===== src/design/command_frame_deframer_defines.svh =====
// assertion helpers shared by the deframer
`ifndef COMMAND_FRAME_DEFRAMER_DEFINES_SVH
`define COMMAND_FRAME_DEFRAMER_DEFINES_SVH

// implication or plain property, checked outside reset
`define CFD_ASSERT(lbl, prop, msg) \
    lbl: assert property (@(posedge i_clk) disable iff (!i_rst_n) prop) else $error(msg);

// plain expression that must hold at every edge outside reset
`define CFD_CHECK(lbl, expr, msg) \
    lbl: assert property (@(posedge i_clk) disable iff (!i_rst_n) (expr)) else $error(msg);

`endif


===== src/design/cfd_pkg.sv =====
package cfd_pkg;

    typedef enum logic [2:0] {
        PH_IDLE   = 3'b001,
        PH_SECOND = 3'b010,
        PH_BODY   = 3'b100
    } t_phase;

    typedef enum logic [1:0] {
        ST_OK      = 2'd0,
        ST_CHK_ERR = 2'd1,
        ST_EMPTY   = 2'd2
    } t_status;

    typedef enum logic {
        CFG_HEADER_FIRST  = 1'b0,
        CFG_HEADER_SECOND = 1'b1
    } t_cfg_idx;

    localparam logic [7:0] HDR_FIRST_RST  = 8'hEB;
    localparam logic [7:0] HDR_SECOND_RST = 8'h53;

    localparam int ARG_OUTS     = 6;
    localparam int CNT_W        = 17;
    localparam int LEN_W        = 16;
    localparam int LEN_LO_POS   = 2;
    localparam int LEN_HI_POS   = 3;
    localparam int CMD_POS      = 4;
    localparam int ARG_POS      = 5;
    localparam int FRAME_EXTRA  = 5;

endpackage


===== src/design/command_frame_deframer.sv =====
// Command frame deframer: takes one received byte per item and finds frames of the form
// header_first, header_second, length low, length high, command, body, checksum, where the
// frame is length + 5 bytes long. Each completed frame gives one result with its status
// (good, checksum mismatch, or empty body), the command byte, the length and frame bytes
// 5 to 10 (0 past the end of the frame or past the CAPTURED_ARGS kept bytes). The checksum
// is the XOR of the command and body bytes. A wrong second header byte is dropped and the
// hunt restarts with the next byte. One byte is taken every clock cycle while input ready
// is high; the byte state is updated in the cycle it is accepted and the result appears in
// the output register on the next cycle. Input ready drops only when a finished result is
// still waiting and the next byte would close another frame. Header registers are written
// through the config port at any time and take effect at the next header compare.
`include "command_frame_deframer_defines.svh"

module command_frame_deframer #(
    parameter int CAPTURED_ARGS = 6
) (
    input  logic                       i_clk,
    input  logic                       i_rst_n,

    input  logic                       i_cfg_valid,
    output logic                       o_cfg_ready,
    input  cfd_pkg::t_cfg_idx          i_cfg_index,
    input  logic [7:0]                 i_cfg_data,

    input  logic                       i_in_valid,
    output logic                       o_in_ready,
    input  logic [7:0]                 i_rx_byte,

    output logic                       o_out_valid,
    input  logic                       i_out_ready,
    output logic [1:0]                 o_frame_status,
    output logic [7:0]                 o_command_code,
    output logic [15:0]                o_body_length,
    output logic [7:0]                 o_arg_byte0,
    output logic [7:0]                 o_arg_byte1,
    output logic [7:0]                 o_arg_byte2,
    output logic [7:0]                 o_arg_byte3,
    output logic [7:0]                 o_arg_byte4,
    output logic [7:0]                 o_arg_byte5
);
    import cfd_pkg::*;

    localparam int NSTORE = (CAPTURED_ARGS < ARG_OUTS) ? CAPTURED_ARGS : ARG_OUTS;

    logic [7:0]        r_hdr1;
    logic [7:0]        r_hdr2;
    t_phase            r_phase;
    logic [CNT_W-1:0]  r_count;
    logic [LEN_W-1:0]  r_len;
    logic [7:0]        r_xor;
    logic [7:0]        r_cmd;
    logic [7:0]        r_args [NSTORE];

    logic              r_out_valid;
    t_status           r_status;
    logic [7:0]        r_out_cmd;
    logic [LEN_W-1:0]  r_out_len;
    logic [7:0]        r_out_args [ARG_OUTS];

    logic              w_acc;
    logic              w_last;
    logic [CNT_W-1:0]  w_total;
    logic [CNT_W-1:0]  n_count;
    logic [LEN_W-1:0]  n_len;
    logic [7:0]        n_cmd;
    t_status           n_status;
    logic [7:0]        n_args [ARG_OUTS];

    assign o_cfg_ready = 1'b1;

    // frame closes on this byte; length is settled once the count reaches the command byte
    assign w_total = {1'b0, r_len} + CNT_W'(FRAME_EXTRA);
    assign n_count = r_count + CNT_W'(1);
    assign w_last  = (r_phase == PH_BODY) && (r_count >= CNT_W'(CMD_POS))
                     && (n_count == w_total);

    assign o_in_ready = !(r_out_valid && w_last);
    assign w_acc      = i_in_valid && o_in_ready;

    always_comb begin
        n_len = r_len;
        if (r_count == CNT_W'(LEN_LO_POS)) begin
            n_len = {r_len[15:8], i_rx_byte};
        end else if (r_count == CNT_W'(LEN_HI_POS)) begin
            n_len = {i_rx_byte, r_len[7:0]};
        end
        n_cmd = (r_count == CNT_W'(CMD_POS)) ? i_rx_byte : r_cmd;
        if (r_len == '0) begin
            n_status = ST_EMPTY;
        end else if (r_xor == i_rx_byte) begin
            n_status = ST_OK;
        end else begin
            n_status = ST_CHK_ERR;
        end
        for (int j = 0; j < ARG_OUTS; j++) begin
            n_args[j] = 8'd0;
            if (j < NSTORE) begin
                n_args[j] = (r_count == CNT_W'(ARG_POS + j)) ? i_rx_byte : r_args[j];
            end
        end
    end

    always_ff @(posedge i_clk) begin
        if (!i_rst_n) begin
            r_hdr1 <= HDR_FIRST_RST;
            r_hdr2 <= HDR_SECOND_RST;
        end else if (i_cfg_valid && o_cfg_ready) begin
            case (i_cfg_index)
                CFG_HEADER_FIRST:  r_hdr1 <= i_cfg_data;
                CFG_HEADER_SECOND: r_hdr2 <= i_cfg_data;
                default:           r_hdr1 <= r_hdr1;
            endcase
        end
    end

    always_ff @(posedge i_clk) begin
        if (!i_rst_n) begin
            r_phase <= PH_IDLE;
            r_count <= '0;
            r_len   <= '0;
            r_xor   <= '0;
            r_cmd   <= '0;
            for (int j = 0; j < NSTORE; j++) begin
                r_args[j] <= '0;
            end
        end else if (w_acc) begin
            case (r_phase)
                PH_SECOND: begin
                    if (i_rx_byte == r_hdr2) begin
                        r_phase <= PH_BODY;
                        r_count <= CNT_W'(LEN_LO_POS);
                    end else begin
                        r_phase <= PH_IDLE;
                        r_count <= '0;
                    end
                end
                PH_BODY: begin
                    if (w_last) begin
                        r_phase <= PH_IDLE;
                        r_count <= '0;
                        r_len   <= '0;
                        r_xor   <= '0;
                        r_cmd   <= '0;
                        for (int j = 0; j < NSTORE; j++) begin
                            r_args[j] <= '0;
                        end
                    end else begin
                        r_count <= n_count;
                        r_len   <= n_len;
                        r_cmd   <= n_cmd;
                        for (int j = 0; j < NSTORE; j++) begin
                            r_args[j] <= n_args[j];
                        end
                        if (r_count >= CNT_W'(CMD_POS)) begin
                            r_xor <= r_xor ^ i_rx_byte;
                        end
                    end
                end
                default: begin
                    if (i_rx_byte == r_hdr1) begin
                        r_phase <= PH_SECOND;
                        r_count <= CNT_W'(1);
                        r_len   <= '0;
                        r_xor   <= '0;
                        r_cmd   <= '0;
                        for (int j = 0; j < NSTORE; j++) begin
                            r_args[j] <= '0;
                        end
                    end else begin
                        r_phase <= PH_IDLE;
                    end
                end
            endcase
        end
    end

    always_ff @(posedge i_clk) begin
        if (!i_rst_n) begin
            r_out_valid <= 1'b0;
        end else if (w_acc && w_last) begin
            r_out_valid <= 1'b1;
        end else if (i_out_ready) begin
            r_out_valid <= 1'b0;
        end
    end

    always_ff @(posedge i_clk) begin
        if (w_acc && w_last) begin
            r_status  <= n_status;
            r_out_cmd <= n_cmd;
            r_out_len <= r_len;
            for (int j = 0; j < ARG_OUTS; j++) begin
                r_out_args[j] <= n_args[j];
            end
        end
    end

    assign o_out_valid    = r_out_valid;
    assign o_frame_status = r_status;
    assign o_command_code = r_out_cmd;
    assign o_body_length  = r_out_len;
    assign o_arg_byte0    = r_out_args[0];
    assign o_arg_byte1    = r_out_args[1];
    assign o_arg_byte2    = r_out_args[2];
    assign o_arg_byte3    = r_out_args[3];
    assign o_arg_byte4    = r_out_args[4];
    assign o_arg_byte5    = r_out_args[5];

    `CFD_ASSERT(a_close_emits, (w_acc && w_last) |=> o_out_valid, "closed frame gave no result")
    `CFD_CHECK(a_no_overwrite, !(r_out_valid && !i_out_ready && w_acc && w_last), "result overwritten")
    `CFD_CHECK(a_body_count, (r_phase != PH_BODY) || (r_count >= CNT_W'(LEN_LO_POS)), "body count low")
    `CFD_ASSERT(a_idle_after_close, (w_acc && w_last) |=> (r_phase == PH_IDLE && r_count == '0), "no restart")

endmodule


===== config.mk =====
export PLATFORM = sky130hd
export DESIGN_NAME = command_frame_deframer
export DESIGN_NICKNAME = d
export VERILOG_FILES = /design/src/design/cfd_pkg.sv /design/src/design/command_frame_deframer.sv
export VERILOG_INCLUDE_DIRS = /design/src /design/src/design
export SDC_FILE = /design/constraint.sdc
export NUM_CORES = 1
export LEC_CHECK = 0
export ABC_AREA = 1
export BUFFER_PORTS_ARGS = -buffer_cell sky130_fd_sc_hd__buf_4
export CORE_UTILIZATION = 35
export CTS_CLUSTER_DIAMETER = 150
export DETAILED_ROUTE_END_ITERATION = 8
export GPL_TIMING_DRIVEN = 0
export MAX_ROUTING_LAYER = met4
export SETUP_SLACK_MARGIN = 0.02
export SLEW_MARGIN = 20
export SYNTH_ARGS = -nofsm -noshare
export SYNTH_HDL_FRONTEND = slang
export SYNTH_SLANG_ARGS = --single-unit

===== constraint.sdc =====
create_clock -name i_clk -period 4.9 [get_ports i_clk]
set_clock_uncertainty 0.1 [all_clocks]
set_input_delay 0.735 -clock i_clk [delete_from_list [all_inputs] [get_ports i_clk]]
set_output_delay 0.735 -clock i_clk [all_outputs]
set_load 0.02 [all_outputs]

Yosys cells after proc, flatten, opt, wreduce, memory -nomap -nowiden
Memories as Yosys holds them, arrays and structs flattened.
Index checks and enable logic that the tools add are counted.

word-level totals
  bits in registers = 95
  output and inout bits = 77
  RAM bits = 96
  input bits = 22
  logic and storage cells = 142
  memories = 2

memory list
  memory      depth  bits a word  rd ports  clocked after memory_dff  wr ports  line                          RTL
  r_args      6      8            6         0                         6         command_frame_deframer.sv:52  logic [7:0] r_args [NSTORE];
  r_out_args  6      8            6         0                         6         command_frame_deframer.sv:58  logic [7:0] r_out_args [ARG_OUTS];

cells by class
  $add $sub $neg = 2
  bitwise gates (word level) = 21
  reduce and logical (&&, ||, !) cells = 19
  multiplexer cells = 65
  eq/ne operators = 20
  order comparisons = 1

operator list
  cell                     count
  $mux W8                  29
  $eq A17 B3 Y1 const B    4
  $mux W16                 4
  $eq A17 B4 Y1 const B    3
  $eq A17 B2 Y1 const B    2
  $mux W17                 2
  $pmux W17 S2             1
  $pmux W16 S2             1
  $pmux W8 S2              2
  $eq A8 B8 Y1             3
  $mux W1                  21
  $or A1 B1 Y1             18
  $add A16 B3 Y17 const B  1
  $add A17 B1 Y17 const B  1
  $eq A17 B17 Y1           1
  $ge A17 B3 Y1 const B    1
  $logic_not A16 Y1        1
  $ne A3 B2 Y1 const B     3
  $reduce_and A2 Y1        4
  $reduce_and A4 Y1        2
  $xor A8 B8 Y8            1
  $mux W3                  2
  $pmux W3 S2              1
  $logic_and A1 B1 Y1      5
  other kinds (12)         15

Longest topological paths before layout
Gate-level depths: netlist of the first run.

  word-level depth = 12
  mapped depth = 20
  gate-level depth less buffers = 20

Least setup slack after synthesis of the first run
OpenSTA, ideal clock, no wires.

  path type = register to register
  start point = register r_count[0]
  end point = memory r_args[0][0], enable pin
  data arrival time = 3.398 ns
  stages on the path, launching flop included = 16
  clock period less this slack = 4.216 ns
  slack = 0.684 ns
  required time = 4.082 ns
  path buffers = 1
  library setup time = 0.718 ns
  path through = dfxtp_1 -> ha_1 -> nand2_1 -> nor2_2 -> nand3_1 -> o21ai_1 -> nand3_1 -> nand2_1 -> nand3_1 -> nor2_2 -> nand3_4 -> nand2_8 -> inv_2 -> nand3_2 -> buf_2 -> nand4_1

RTL lines
  element                 line                           RTL
  start, declared         command_frame_deframer.sv:48   logic [CNT_W-1:0] r_count;
  start signal, assigned  command_frame_deframer.sv:131  r_count <= CNT_W'(LEN_LO_POS);
  start signal, assigned  command_frame_deframer.sv:148  r_count <= n_count;
  end, declared           command_frame_deframer.sv:52

==> impl_metrics.env, run 1 <==
export IMPL_status="finished with violations"
export IMPL_violations="design-rule violations"
export IMPL_design_area_sq_um=11200
export IMPL_p_per_area_nw_per_um2=291
export IMPL_grt_max_degree=53
export IMPL_avgSynthCellArea_sq_um=8.42
export IMPL_hold_ws_ns=0.367
export IMPL_die_w_microns=166
export IMPL_die_height_microns=166
export IMPL_cts_buffers=17
export IMPL_rsz0062_at_grt="no"
export IMPL_ys_seq_area_frac=0.534
export IMPL_syn_cell_area_sq_um=9450
export IMPL_tightest_slew_ns=0.728
export IMPL_hold_buffers=0
export IMPL_clk_path_buf_depth=2
export IMPL_highest_layer="met4"
export IMPL_placed_area_sq_um=10600
export IMPL_crit_required_ns=4.98
export IMPL_overflow=0
export IMPL_portBuffers=94
export IMPL_rrSetupSlack_ns=0.45
export IMPL_cp_max_fo=13
export IMPL_grt_use_total=0.190
export IMPL_nets=1267
export IMPL_critPathKind="reg -> reg"
export IMPL_grt_pass1_vias=7123
export IMPL_core_area_sq_um=26300
export IMPL_drv_cap=0
export IMPL_antenna_found_initial=0
export IMPL_cts_setup_buffers=0
export IMPL_hold_viol=0
export IMPL_path_clk_slew_ns=0.07
export IMPL_layout_cells_non_filler=1587
export IMPL_synth_area_leaders="edfxtp_1 39%, dfxtp_1 15%, nand2_1 11%"
export IMPL_start_util=0.360
export IMPL_num_vias=7778
export IMPL_cts_resized=0
export IMPL_ioPinCount=99
export IMPL_wl_microns=25300
export IMPL_synth_top_cell_area_share=0.388
export IMPL_first_iter_violations=662
export IMPL_synth_edff_count=122
export IMPL_ys_ff_latch=191
export IMPL_m1WireLength_microns=12100
export IMPL_synthFlopType="edfxtp_1"
export IMPL_fmax_ghz=0.225
export IMPL_die_area_sq_um=27700
export IMPL_synthArstFlopShare=0
export IMPL_period_minus_slack_ns=4.45
export IMPL_start_kind="flop"
export IMPL_yosys_warnings=0
export IMPL_min_path_type="reg -> reg"
export IMPL_cts_tree="built"
export IMPL_mappedNetlistNets=1150
export IMPL_cts_sinks=191
export IMPL_synth_area_leader_cell="edfxtp_1"
export IMPL_vdd_ir_drop_max_mv=0.244
export IMPL_netlist_instances=1122
export IMPL_rows=59
export IMPL_viasPerCell=4.90
export IMPL_end_kind="flop"
export IMPL_slew_viol_final=0
export IMPL_place_gp_congestion=0.919
export IMPL_grt_pass1_wl_microns=39700
export IMPL_antenna_left=0
export IMPL_htreeDepth=4
export IMPL_p_leak_nw=4.32
export IMPL_critical_path_arrival_ns=4.54
export IMPL_finalSetupViolations=0
export IMPL_fin_crit_sh=0.909
export IMPL_drive_above_1_share=0.169
export IMPL_route_met3_wl_microns=1350
export IMPL_area_growth_pct=18.7
export IMPL_dp_cells=1555
export IMPL_wl_per_cell_microns=15.9
export IMPL_cts_root_buf="clkbuf_16"
export IMPL_hpwl_microns=18600
export IMPL_ys_types=43
export IMPL_slew_headroom=0.515
export IMPL_wl_met2_microns=11300
export IMPL_clk_latency_ns=0.44
export IMPL_drc_errors=8
export IMPL_drt_pass1_iter_count=8
export IMPL_n_antenna_cell=0
[routing by layer]
metal  GRT usage  vias to the layer above
met5           -                        -
met2       0.283                      224
met1       0.265                     3599
li1            -                     3918
met4      0.0648                        0
met3      0.0253                       37
[worst max-delay path: stages (launching register included)]
cell,delay (ns)
dfxtp_1,0.61
ha_1,0.36
nand2_1,0.14
nor2_2,0.22
nand3_1,0.16
o21ai_1,0.22
nand3_1,0.10
nand2_1,0.16
nand3_1,0.11
nor2_2,0.32
nand2_2,0.13
nand2_1,0.11
inv_2,0.11
nand3_2,0.15
buf_2,0.29
nand4_1,0.40
buf_6,0.32
buf_6,0.16
[layout by cell type (no fill, tap or decap), types with 12 or more instances in the layout]
cell / instances
buf_2: 12
clkbuf_1: 18
nor3_1: 15
nand4_1: 32
xnor2_1: 15
nand2_1: 279
dfxtp_1: 69
edfxtp_1: 122
nor2_2: 22
inv_1: 117
buf_4: 97
a21oi_1: 39
nand3_1: 90
clkbuf_16: 17
o21ai_0: 69
xor2_1: 17
nor2_1: 134
[path summary, 6_finish.rpt]
| kind | startpoint | to | depth (start not counted) |
|---|---|---|---|
| max | r_count[0]$_SDFFE_PN0P_ | r_args[2][2]$_SDFFCE_PP0P_ | 17 |
| max reg2reg | r_count[0]$_SDFFE_PN0P_ | r_args[2][2]$_SDFFCE_PP0P_ | 17 |
| min | r_cmd[6]$_SDFFE_PN0P_ | r_cmd[6]$_SDFFE_PN0P_ | 2 |
| min reg2reg | r_cmd[6]$_SDFFE_PN0P_ | r_cmd[6]$_SDFFE_PN0P_ | 2 |
[kinds of logic after synthesis]
logic type      after synthesis  share of synthesized area
simple gates                607                      0.290
other cells                   1                   0.000397
fa+ha+maj                     6                    0.00794
buf+inv                     164                     0.0708
xor+xnor                     32                     0.0297
flops                       191                      0.534
compound gates              121                     0.0679
[per-stage QoR]
stage / util / TNS, ns / setup slack, ns / power, mW
6_report: 0.427 / 0 / 0.448 / 3.27
5_1_grt: 0.427 / 0 / 0.237 / 3.37
4_1_cts: 0.427 / 0 / 0.541 / 3.29
3_5_place_dp: 0.405 / 0 / 0.568 / 1.94
3_3_place_gp: 0.402 / -81.81 / -1.02 / 1.93
2_1_floorplan: - / 0 / 0.684 / 1.87
[power by group]
part           internal [mW]  leakage (nW)  switching, mW  total, mW
Clock                  0.682         0.282          0.682       1.36
Sequential              1.73          1.68         0.0143       1.74
Combinational         0.0514          2.35          0.109      0.160
Total                   2.46          4.32          0.805       3.27
[layout make-up]
class,instances,area [sq um]
Timing Repair Buffer,98,767
Sequential cell,191,5040
Tap cell,335,419
Clock inverter,15,158
Multi-Input combinational cell,767,3740
Clock buffer,17,425
Fill cell,2658,15100
Buffer,36,184
Inverter,128,488
[cells in the mapped netlist, types with 2 or more instances]
cell        n
dfxtp_1    69
o21ai_1     4
a21oi_2     7
clkbuf_1   18
buf_6       3
nand3_1    90
nand2_2     7
nor3_2      2
buf_2      12
or2_2       5
clkinv_1    3
xor2_1     17
xnor2_1    15
nor2_2     22
o21ai_0    69
nand4_1    32
nand2_1   279
ha_1        6
nand3_2     4
inv_1     118
buf_4       3
nor4_1      2
nor2_1    134
a21oi_1    39
nor3_1     15
inv_2       6
nor2_4      4
edfxtp_1  122
[state kept, by name (all words and copies together) (netlist names)]
signal          cells
o_command_code      8
r_hdr2              8
o_frame_status      2
o_body_length      16
r_phase             3
r_cmd               8
r_count            17
o_out_valid         1
r_len              16
r_xor               8
r_out_args         48
r_hdr1              8
r_args             48
(Power assumes the default switching activity.)
==> run 2: changes to the inputs <==
Settings changed: REMOVE_ABC_BUFFERS set to 1, TNS_END_PERCENT set to 20.
==> impl_metrics.env, run 2 (synthesis results as in run 1) <==
export IMPL_slew_viol_final=0
export IMPL_p_per_area_nw_per_um2=299
export IMPL_start_util=0.360
export IMPL_cts_buffers=17
export IMPL_area_growth_pct=17.6
export IMPL_slew_headroom=0.280
export IMPL_slowest_stage="dfxtp_1"
export IMPL_overflow=0
export IMPL_num_vias=7595
export IMPL_end_kind="flop"
export IMPL_nFillCells=2601
export IMPL_htreeDepth=4
export IMPL_drv_cap=0
export IMPL_n_antenna_cell=0
export IMPL_antenna_found_initial=0
export IMPL_cp_max_fo=27
export IMPL_cts_root_buf="clkbuf_16"
export IMPL_cts_tree="built"
export IMPL_reg_top3="r_args: 48 flops, r_out_args: 48 flops, r_count: 17 flops"
export IMPL_drc_errors=13
export IMPL_cp_num_buf_inv=1
export IMPL_final_cell_mix="278 x nand2_1, 134 x nor2_1, 122 x edfxtp_1"
export IMPL_grt_pass1_wl_microns=38100
export IMPL_layout_cells_non_filler=1556
export IMPL_die_w_microns=166
export IMPL_worst_path_most_repeated_cell="nand3_1"
export IMPL_wl_microns=23900
export IMPL_slowest_delay_ns=0.57
export IMPL_fmax_ghz=0.225
export IMPL_hold_viol=0
export IMPL_nets=1237
export IMPL_path_cells="ha_1 > nand2_1 > nor2_2 > nand3_1 > o21ai_1 > nand3_1 > nand2_1 > nand3_1 > nor2_2 > nand2_2 > nand2_2 > clkinv_4 > nand3_4 > nand4_1"
export IMPL_portBuffers=97
export IMPL_antenna_left=0
export IMPL_violations="design-rule violations"
export IMPL_p_leak_nw=4.26
export IMPL_hpwl_microns=16500
export IMPL_wl_per_cell_microns=15.3
export IMPL_viasPerCell=4.88
export IMPL_crit_family="simple AND/OR/NAND/NOR gates"
export IMPL_first_iter_violations=534
export IMPL_clk_path_buf_depth=2
export IMPL_rsz0062_at_grt="no"
export IMPL_drive_above_1_share=0.166
export IMPL_clk_latency_ns=0.44
export IMPL_min_path_type="reg -> reg"
export IMPL_status="finished with violations"
export IMPL_place_gp_congestion=0.877
export IMPL_drt_pass1_iter_count=9
export IMPL_final_common_cell="nand2_1"
export IMPL_die_area_sq_um=27700
export IMPL_start_kind="flop"
export IMPL_crit_required_ns=4.82
export IMPL_rows=59
export IMPL_dp_cells=1523
export IMPL_power_mw=3.33
export IMPL_period_minus_slack_ns=4.45
export IMPL_finalSetupViolations=0
export IMPL_die_height_microns=166
export IMPL_vdd_ir_drop_max_mv=0.217
export IMPL_grt_max_degree=57
export IMPL_path_clk_slew_ns=0.07
export IMPL_tightest_slew_ns=1.07
export IMPL_critPathKind="reg -> reg"
export IMPL_core_area_sq_um=26300
export IMPL_ioPinCount=99
export IMPL_cts_sinks=191
export IMPL_grt_use_total=0.182
export IMPL_grt_pass1_vias=7059
export IMPL_fin_crit_sh=0.909
export IMPL_critical_path_arrival_ns=4.37
run 2: where the power goes:
group	total, mW	leakage [nW]	switching [mW]	internal (mW)
registers	1.74	1.68	0.0145	1.73
logic	0.156	2.28	0.105	0.0504
clock network	1.43	0.291	0.662	0.768
run 2: cell type report:
cell class                      instances  area, sq um  area share
Inverter                              128          494      0.0445
Multi-Input combinational cell        768         3760       0.339
Clock buffer                           17          425      0.0383
Clock inverter                         14          164      0.0147
Sequential cell                       191         5040       0.454
Tap cell                              335          419      0.0377
Timing Repair Buffer                  103          805      0.0724
run 2: metal layers:
layer / GRT usage / vias up / part of all wire
met3: 0.0417 / 20 / 0.066
met4: 0.0439 / 0 / 0.010
met5: - / - / 0
met1: 0.247 / 3474 / 0.47
met2: 0.274 / 223 / 0.45
li1: - / 3878 / -
run 2: worst min-delay path, stage by stage, from the launching register on:
cell	delay, ns
dfxtp_1	0.31
nand2_1	0.06
a21oi_1	0.05
run 2: metrics by stage:
step | hold WS (ns) | TNS [ns] | setup slack (ns) | util | area, sq um
CTS | 0.366 | 0 | 0.171 | 0.422 | 11100
global route | 0.375 | 0 | 0.0576 | 0.423 | 11100
floorplan | 0.343 | -3.78 | -0.0944 | - | 9270
finish | 0.364 | 0 | 0.446 | 0.423 | 11100
global placement | 0.351 | -143.46 | -2.34 | 0.396 | 10400
detailed placement | 0.355 | -27.91 | -0.749 | 0.399 | 10500
run 2: final timing paths:
check / from / endpoint / cells past startpoint / slack, ns
worst min-delay path: r_cmd[4]$_SDFFE_PN0P_ / r_cmd[4]$_SDFFE_PN0P_ / 2 / 0.36
worst max register to register: r_count[0]$_SDFFE_PN0P_ / r_args[5][3]$_SDFFCE_PP0P_ / 14 / 0.45
worst max-delay path: r_count[0]$_SDFFE_PN0P_ / r_args[5][3]$_SDFFCE_PP0P_ / 14 / 0.45
worst min register to register: r_cmd[4]$_SDFFE_PN0P_ / r_cmd[4]$_SDFFE_PN0P_ / 2 / 0.36
run 2: timing repair:
action                                  in CTS  in global routing
buffers inserted                             0                  1
endpoints found under the setup margin      48                 45
hold buffers                                 0                  0
resized for setup                            2                  3
pin swaps                                    1                  1
cloned                                       1                  0
